### src/rtl/lr_pkg.sv
// shared types, constants and helpers for the line rasterizer
package lr_pkg;

  // coordinate width and error term width
  localparam int COORD_BITS = 9;
  localparam int ERR_BITS   = COORD_BITS + 2;
  localparam int COLOR_BITS = 16;

  // apb register map
  localparam int ADDR_BITS = 4;
  localparam int DATA_BITS = 32;
  localparam logic [1:0] REG_LANDSCAPE   = 2'd0;
  localparam logic [1:0] REG_PANEL_MAX_Y = 2'd1;
  localparam logic [1:0] REG_DRAW_COLOR  = 2'd2;

  // register reset values
  localparam logic [COORD_BITS-1:0] PANEL_MAX_Y_RESET = COORD_BITS'(479);
  localparam logic [COLOR_BITS-1:0] DRAW_COLOR_RESET  = 16'hFFFF;

  // operation codes
  localparam logic OP_START = 1'b0;
  localparam logic OP_STEP  = 1'b1;

  typedef logic [COORD_BITS-1:0] coord_t;
  typedef logic signed [ERR_BITS-1:0] err_t;

  // input item
  typedef struct packed {
    logic   operation;
    coord_t start_x;
    coord_t start_y;
    coord_t end_x;
    coord_t end_y;
  } lr_in_t;

  // result item
  typedef struct packed {
    logic                  valid_res;
    coord_t                addr_col;
    coord_t                addr_row;
    logic [COLOR_BITS-1:0] pixel_color;
    logic                  last;
  } lr_out_t;

  // classified command from front to back
  typedef struct packed {
    logic   is_start;
    coord_t x1;
    coord_t y1;
    coord_t x2;
    coord_t y2;
    coord_t span_x;
    coord_t span_y;
    logic   col_dir_neg;
    logic   row_dir_neg;
    logic   steep;
    err_t   err_init;
  } lr_cmd_t;

  // configuration seen by the walker
  typedef struct packed {
    logic                  landscape;
    coord_t                panel_max_y;
    logic [COLOR_BITS-1:0] draw_color;
  } lr_cfg_t;

  // move a coordinate one step, wrapping at the coordinate width
  function automatic coord_t coord_move(input coord_t v, input logic neg);
    coord_move = neg ? (v - coord_t'(1)) : (v + coord_t'(1));
  endfunction

endpackage

### src/rtl/line_rasterizer_core.sv
// line rasterizer top level: config registers, front end, queue and walker
// an accepted item is held in the queue, and its result is registered when the walker takes it
// throughput: one item per cycle, unless the output stalls and the queue fills up
// the two-entry queue lets the input side run on while the output stalls
// reset: synchronous, clears queue, walker activity and output valid
// reset also loads landscape 0, panel_max_y 479 and draw_color 65535
module line_rasterizer_core import lr_pkg::*; (
  input  logic                 clk,
  input  logic                 rst,
  input  logic                 in_valid,
  output logic                 in_stall,
  input  lr_in_t               in_item,
  output logic                 out_valid,
  input  logic                 out_stall,
  output lr_out_t              out_item,
  input  logic                 psel,
  input  logic                 penable,
  input  logic                 pwrite,
  input  logic [ADDR_BITS-1:0] paddr,
  input  logic [DATA_BITS-1:0] pwdata,
  output logic [DATA_BITS-1:0] prdata,
  output logic                 pready
);

  lr_cfg_t cfg;
  lr_cmd_t front_cmd;
  lr_cmd_t q_cmd;
  logic    q_valid;
  logic    q_stall;
  logic    cfg_write;

  assign pready    = 1'b1;
  assign cfg_write = psel && penable && pwrite && pready;

  // configuration registers
  always_ff @(posedge clk) begin
    if (rst) begin
      cfg.landscape   <= 1'b0;
      cfg.panel_max_y <= PANEL_MAX_Y_RESET;
      cfg.draw_color  <= DRAW_COLOR_RESET;
    end else if (cfg_write) begin
      unique case (paddr[3:2])
        REG_LANDSCAPE:   cfg.landscape   <= pwdata[0];
        REG_PANEL_MAX_Y: cfg.panel_max_y <= pwdata[COORD_BITS-1:0];
        REG_DRAW_COLOR:  cfg.draw_color  <= pwdata[COLOR_BITS-1:0];
        default: ;
      endcase
    end
  end

  // register readback
  always_comb begin
    unique case (paddr[3:2])
      REG_LANDSCAPE:   prdata = {{(DATA_BITS-1){1'b0}}, cfg.landscape};
      REG_PANEL_MAX_Y: prdata = {{(DATA_BITS-COORD_BITS){1'b0}}, cfg.panel_max_y};
      REG_DRAW_COLOR:  prdata = {{(DATA_BITS-COLOR_BITS){1'b0}}, cfg.draw_color};
      default:         prdata = '0;
    endcase
  end

  lr_front u_front (
    .in_item (in_item),
    .cmd     (front_cmd)
  );

  lr_queue u_queue (
    .clk        (clk),
    .rst        (rst),
    .push_valid (in_valid),
    .push_stall (in_stall),
    .push_data  (front_cmd),
    .pop_valid  (q_valid),
    .pop_stall  (q_stall),
    .pop_data   (q_cmd)
  );

  lr_back u_back (
    .clk       (clk),
    .rst       (rst),
    .cfg       (cfg),
    .cmd_valid (q_valid),
    .cmd_stall (q_stall),
    .cmd       (q_cmd),
    .out_valid (out_valid),
    .out_stall (out_stall),
    .out_item  (out_item)
  );

endmodule

### src/rtl/lr_front.sv
// front end: decodes input items and precomputes line setup
module lr_front import lr_pkg::*; (
  input  lr_in_t  in_item,
  output lr_cmd_t cmd
);

  coord_t span_x;
  coord_t span_y;
  coord_t major;
  logic   col_neg;
  logic   row_neg;
  logic   steep;

  // direction and span per axis
  always_comb begin
    col_neg = in_item.end_x < in_item.start_x;
    row_neg = in_item.end_y < in_item.start_y;
    span_x  = col_neg ? (in_item.start_x - in_item.end_x) : (in_item.end_x - in_item.start_x);
    span_y  = row_neg ? (in_item.start_y - in_item.end_y) : (in_item.end_y - in_item.start_y);
    steep   = span_x < span_y;
    major   = steep ? span_y : span_x;
  end

  // build the command
  always_comb begin
    cmd.is_start    = (in_item.operation == OP_START);
    cmd.x1          = in_item.start_x;
    cmd.y1          = in_item.start_y;
    cmd.x2          = in_item.end_x;
    cmd.y2          = in_item.end_y;
    cmd.span_x      = span_x;
    cmd.span_y      = span_y;
    cmd.col_dir_neg = col_neg;
    cmd.row_dir_neg = row_neg;
    cmd.steep       = steep;
    cmd.err_init    = err_t'(0) - $signed({3'b000, major[COORD_BITS-1:1]});
  end

endmodule

### src/rtl/lr_queue.sv
// two-entry command queue between front and back
module lr_queue import lr_pkg::*; (
  input  logic    clk,
  input  logic    rst,
  input  logic    push_valid,
  output logic    push_stall,
  input  lr_cmd_t push_data,
  output logic    pop_valid,
  input  logic    pop_stall,
  output lr_cmd_t pop_data
);

  lr_cmd_t    slots [2];
  logic       wr_ptr;
  logic       rd_ptr;
  logic [1:0] count;
  logic       push;
  logic       pop;

  assign push_stall = (count == 2'd2);
  assign pop_valid  = (count != 2'd0);
  assign pop_data   = slots[rd_ptr];
  assign push       = push_valid && !push_stall;
  assign pop        = pop_valid && !pop_stall;

  // pointers and fill count
  always_ff @(posedge clk) begin
    if (rst) begin
      wr_ptr <= 1'b0;
      rd_ptr <= 1'b0;
      count  <= 2'd0;
    end else begin
      if (push) wr_ptr <= !wr_ptr;
      if (pop) rd_ptr <= !rd_ptr;
      count <= count + {1'b0, push} - {1'b0, pop};
    end
  end

  // entry storage
  always_ff @(posedge clk) begin
    if (push) slots[wr_ptr] <= push_data;
  end

endmodule

### src/rtl/lr_back.sv
// back end: bresenham walker with registered result item
module lr_back import lr_pkg::*; (
  input  logic    clk,
  input  logic    rst,
  input  lr_cfg_t cfg,
  input  logic    cmd_valid,
  output logic    cmd_stall,
  input  lr_cmd_t cmd,
  output logic    out_valid,
  input  logic    out_stall,
  output lr_out_t out_item
);

  // walker state
  coord_t cur_col, cur_col_next;
  coord_t cur_row, cur_row_next;
  coord_t goal_col, goal_col_next;
  coord_t goal_row, goal_row_next;
  coord_t span_x, span_x_next;
  coord_t span_y, span_y_next;
  err_t   err, err_next;
  logic   col_neg, col_neg_next;
  logic   row_neg, row_neg_next;
  logic   steep, steep_next;
  logic   active, active_next;

  lr_out_t res;
  err_t    err_add;
  logic    fin;
  logic    take;

  assign cmd_stall = out_valid && out_stall;
  assign take      = cmd_valid && !cmd_stall;

  // next walker state
  always_comb begin
    cur_col_next  = cur_col;
    cur_row_next  = cur_row;
    goal_col_next = goal_col;
    goal_row_next = goal_row;
    span_x_next   = span_x;
    span_y_next   = span_y;
    err_next      = err;
    col_neg_next  = col_neg;
    row_neg_next  = row_neg;
    steep_next    = steep;
    err_add       = err + $signed({2'b00, (steep ? span_x : span_y)});
    if (cmd.is_start) begin
      cur_col_next  = cmd.x1;
      cur_row_next  = cmd.y1;
      goal_col_next = cmd.x2;
      goal_row_next = cmd.y2;
      span_x_next   = cmd.span_x;
      span_y_next   = cmd.span_y;
      err_next      = cmd.err_init;
      col_neg_next  = cmd.col_dir_neg;
      row_neg_next  = cmd.row_dir_neg;
      steep_next    = cmd.steep;
    end else if (active) begin
      err_next = err_add;
      if (steep) begin
        cur_row_next = coord_move(cur_row, row_neg);
        if (!err_add[ERR_BITS-1]) begin
          cur_col_next = coord_move(cur_col, col_neg);
          err_next     = err_add - $signed({2'b00, span_y});
        end
      end else begin
        cur_col_next = coord_move(cur_col, col_neg);
        if (!err_add[ERR_BITS-1]) begin
          cur_row_next = coord_move(cur_row, row_neg);
          err_next     = err_add - $signed({2'b00, span_x});
        end
      end
    end
  end

  // pixel emission and orientation transform
  always_comb begin
    fin = steep_next ? (cur_row_next == goal_row_next) : (cur_col_next == goal_col_next);
    res = '0;
    active_next = active;
    if (cmd.is_start || active) begin
      res.valid_res   = 1'b1;
      res.pixel_color = cfg.draw_color;
      res.last        = fin;
      active_next     = !fin;
      if (cfg.landscape) begin
        res.addr_col = cur_row_next;
        res.addr_row = cfg.panel_max_y - cur_col_next;
      end else begin
        res.addr_col = cur_col_next;
        res.addr_row = cur_row_next;
      end
    end
  end

  // control registers
  always_ff @(posedge clk) begin
    if (rst) begin
      active    <= 1'b0;
      out_valid <= 1'b0;
    end else begin
      if (take) active <= active_next;
      if (take) begin
        out_valid <= 1'b1;
      end else if (!out_stall) begin
        out_valid <= 1'b0;
      end
    end
  end

  // walker payload and result register
  always_ff @(posedge clk) begin
    if (take) begin
      cur_col  <= cur_col_next;
      cur_row  <= cur_row_next;
      goal_col <= goal_col_next;
      goal_row <= goal_row_next;
      span_x   <= span_x_next;
      span_y   <= span_y_next;
      err      <= err_next;
      col_neg  <= col_neg_next;
      row_neg  <= row_neg_next;
      steep    <= steep_next;
      out_item <= res;
    end
  end

`ifndef SYNTHESIS
  // a delivered end point leaves no line in progress
  assert property (@(posedge clk) disable iff (rst)
    out_valid && out_item.valid_res && out_item.last |-> !active)
    else $error("line still active after last pixel");

  // a step with no line in progress yields an empty result
  assert property (@(posedge clk) disable iff (rst)
    take && !cmd.is_start && !active |=> out_valid && !out_item.valid_res)
    else $error("idle step produced a pixel");

  // an active line has not yet reached its major end
  assert property (@(posedge clk) disable iff (rst)
    active |-> (steep ? (cur_row != goal_row) : (cur_col != goal_col)))
    else $error("active line already at its end point");
`endif

endmodule

### config.mk
export PLATFORM = sky130hd
export DESIGN_NAME = line_rasterizer_core
export DESIGN_NICKNAME = d
export VERILOG_FILES = /design/src/rtl/lr_pkg.sv /design/src/rtl/line_rasterizer_core.sv /design/src/rtl/lr_front.sv /design/src/rtl/lr_queue.sv /design/src/rtl/lr_back.sv
export SDC_FILE = /design/constraint.sdc
export NUM_CORES = 1
export LEC_CHECK = 0
export BUFFER_PORTS_ARGS = -buffer_cell sky130_fd_sc_hd__buf_2
export CAP_MARGIN = 10
export CORE_ASPECT_RATIO = 1.4
export CORE_MARGIN = 4
export CORE_UTILIZATION = 55
export CTS_CLUSTER_DIAMETER = 100
export DETAILED_ROUTE_END_ITERATION = 8
export PLACE_DENSITY = 0.75
export SETUP_SLACK_MARGIN = 0.1
export SLEW_MARGIN = 5
export SYNTH_ARGS = -nofsm -noshare
export SYNTH_HDL_FRONTEND = slang
export SYNTH_SLANG_ARGS = --single-unit
### constraint.sdc
create_clock -name clk -period 16.3 [get_ports clk]
set_input_delay 1.63 -clock clk [delete_from_list [all_inputs] [get_ports clk]]
set_output_delay 1.63 -clock clk [all_outputs]
set_load 0.01 [all_outputs]
==> impl_metrics.toml <==
[pwr]
power_density_mw_per_mm2 = 224
p_clk_share_pct = 15.4
p_switching_mw = 1.61
irDropWorstVdd_v = 0.000102
p_sw_share_pct = 41.4
total_leakage_power_nw = 6.82
p_int_mw = 2.27
p_comb_share_pct = 54.8
p_seq_share_pct = 29.8

[sta]
hold_viol = 0
clock_skew_ps = 17.6
finalSetupViolations = 0
fin_crit_ps = 7400
fin_crit_sh_pct = 45.4
max_freq_mhz = 135
relSlewSlack_pct = 26.6
grt_setup_unrepaired = "false"
slew_violations = 0
worstMarginPinSlew_ps = 1100
tns_ps = 0

[global_routing]
antenna_found_initial = 0
grt_max_degree = 78
grt_pass1_vias = 10742
grt_pass1_wl_um = 54800
overflow = 0
track_usage_pct = 21.7

[floorplan]
rows = 72
io_pins = 151
initial_core_util_pct = 56.2
coreArea_mm2 = 0.0277
die_height_um = 207
dieWidth_um = 150
dieArea_mm2 = 0.0311

[placement]
place_congestion = 0.898
hpwl_um = 25400
io_buffers = 115

[routing]
dr.pass1.iters = 5
drc_errors = 0
vias = 10761
antenna_left = 0
totalWireLength_um = 34100
viasPerCell = 5.74
routedWlPerCell_um = 18.2
drtIter0Drc = 636

[layout]
nets = 1664
fin_util_pct = 62.5
layout-drive-gt1-share_pct = 16.3
syn2layout_area_growth_pct = 11.3
final_common_cell = "edfxtp_1"
num_antenna_cells = 0
final_cell_mix = "edfxtp_1 (238), inv_1 (125), buf_2 (115), nor2_1 (90), ha_1 (90)"

[clocking]
cts_tree = "done"
root_buffer = "clkbuf_16"
cts_max_level = 1
cts-buffers-inserted = 27
ctsResizeCount = 0
path_clk_slew_ps = 60
cts.sinks = 271
post_cts_buffers = 0
hold_buffers = 0
clockBufferDepth = 3
worstSkewPairLatency_ps = 550

[critical_path]
regToRegSetupSlack_ps = 10180
crit_arrival_ps = 7670
end_kind = "flop"
cp-start-kind = "input port"
crit_required_ps = 16570
crit_type = "in2reg"
path_max_fanout = 15

[outcome]
outcome = "finished clean"

[hold_path]
hold_class = "reg2reg"

[synthesis]
synthArstFlopShare_pct = 0
ys_warn_count = 0
synth_ff_type = "edfxtp_1"
ys_seq_elements = 271
synth.distinct_cells = 92
synthCells = 1379
synth-edff-count = 238
ys_seq_area_share_pct = 50.1
synth.avg_cell_area_um2 = 11.3
syn_area_mm2 = 0.0156

[flow_run]
max_cap_viol_count = 0
==> cell type report <==
cell class                      count  area (um2)
Fill cell                        2234       10400
Clock buffer                       31         691
Multi-Input combinational cell    927        7050
Inverter                          128         483
Timing Repair Buffer              129         681
Sequential cell                   271        7810
Tap cell                          370         463
Clock inverter                     19         166
==> power by group through the flow <==
| stage | Combinational (mW) | Sequential, mW | Clock, mW |
|---|---|---|---|
| 4_1_cts | 2.13 | 1.16 | 0.610 |
| 6_report | 2.13 | 1.16 | 0.597 |
| 5_1_grt | 2.38 | 1.18 | 0.642 |
| 3_5_place_dp | 2.11 | 1.17 | 0 |
| 3_3_place_gp | 2.06 | 1.16 | 0 |
| 2_1_floorplan | 1.62 | 1.17 | 0 |
==> kinds of logic after synthesis <==
| kind of cell | after synthesis | synth area share (%) |
|---|---|---|
| AND/OR/NAND/NOR | 319 | 10.5 |
| flip-flops | 271 | 50.1 |
| multiplexers | 86 | 5.77 |
| buffers and inverters | 196 | 5.24 |
| XOR/XNOR | 74 | 4.16 |
| AO/OA/AOI/OAI | 329 | 15.6 |
| adder cells (fa/ha/maj) | 102 | 8.65 |
| other | 2 | 0.0482 |
==> synthesized netlist by cell type, types with 32 or more instances <==
master,n,area (um2)
a21oi_1,60,300
and2_1,32,200
clkbuf_1,37,139
dfxtp_1,33,661
edfxtp_1,238,7150
ha_1,90,1130
inv_1,126,473
mux2i_1,58,581
nand2_1,62,233
nor2_1,92,345
nor2b_1,39,244
o21ai_0,55,275
xnor2_1,58,508
==> flip-flops by register name, indices dropped and copies added, names as in the netlist, 2 cells and up, named ones only <==
signal           cells
u_back.span_x        9
u_back.goal_row      9
u_back.cur_row       9
u_back.cur_col       9
u_back.span_y        9
cfg                 26
u_queue.count        2
u_back.err          11
u_back.goal_col      9
u_back.out_item     36
u_queue.slots      134
==> final timing paths <==
path                                       start             endpoint  cells past startpoint
worst max-delay path                 in_item[26]  u_queue.slots[0][7]                     20
worst min-delay path            u_back.out_valid     u_back.out_valid                      2
worst max register to register      u_back.steep  u_back.out_item[25]                     19
worst min register to register  u_back.out_valid     u_back.out_valid                      2
==> stage by stage <==
stage | setup slack (ps) | cells | hold WS [ps] | area, um2 | power (mW)
final | 8900 | 1875 | 487 | 17300 | 3.88
after global routing | 8620 | 1875 | 521 | 17300 | 4.20
after CTS | 8890 | 1875 | 494 | 17300 | 3.89
after detailed placement | 8350 | 1825 | 484 | 16500 | 3.28
after global placement | 8610 | 1825 | 467 | 16500 | 3.22
after floorplan | 10080 | 1394 | 481 | 15600 | 2.79
==> layer usage <==
layer	vias up	part of all wire [%]	global-route usage (%)
met1	5166	40	27.1
met5	-	0	0
met3	70	5.0	2.45
met2	302	51	38.1
li1	5223	-	-
met4	0	3.9	8.97
==> critical path, cell delays in order <==
cell       delay [ps]
buf_2             130
inv_1              50
ha_1              350
a21oi_1           280
o21ai_1           220
nor2_1            670
mux2_2            450
a221o_1           300
a211oi_1          650
inv_1             100
ha_1              230
a2111oi_0         390
o21ai_0           160
a31o_2            400
inv_1             280
or4b_2            180
o311ai_0          250
a211oi_1          550
nand4_1           180
xnor2_1           190
(Power assumes the default switching activity.)
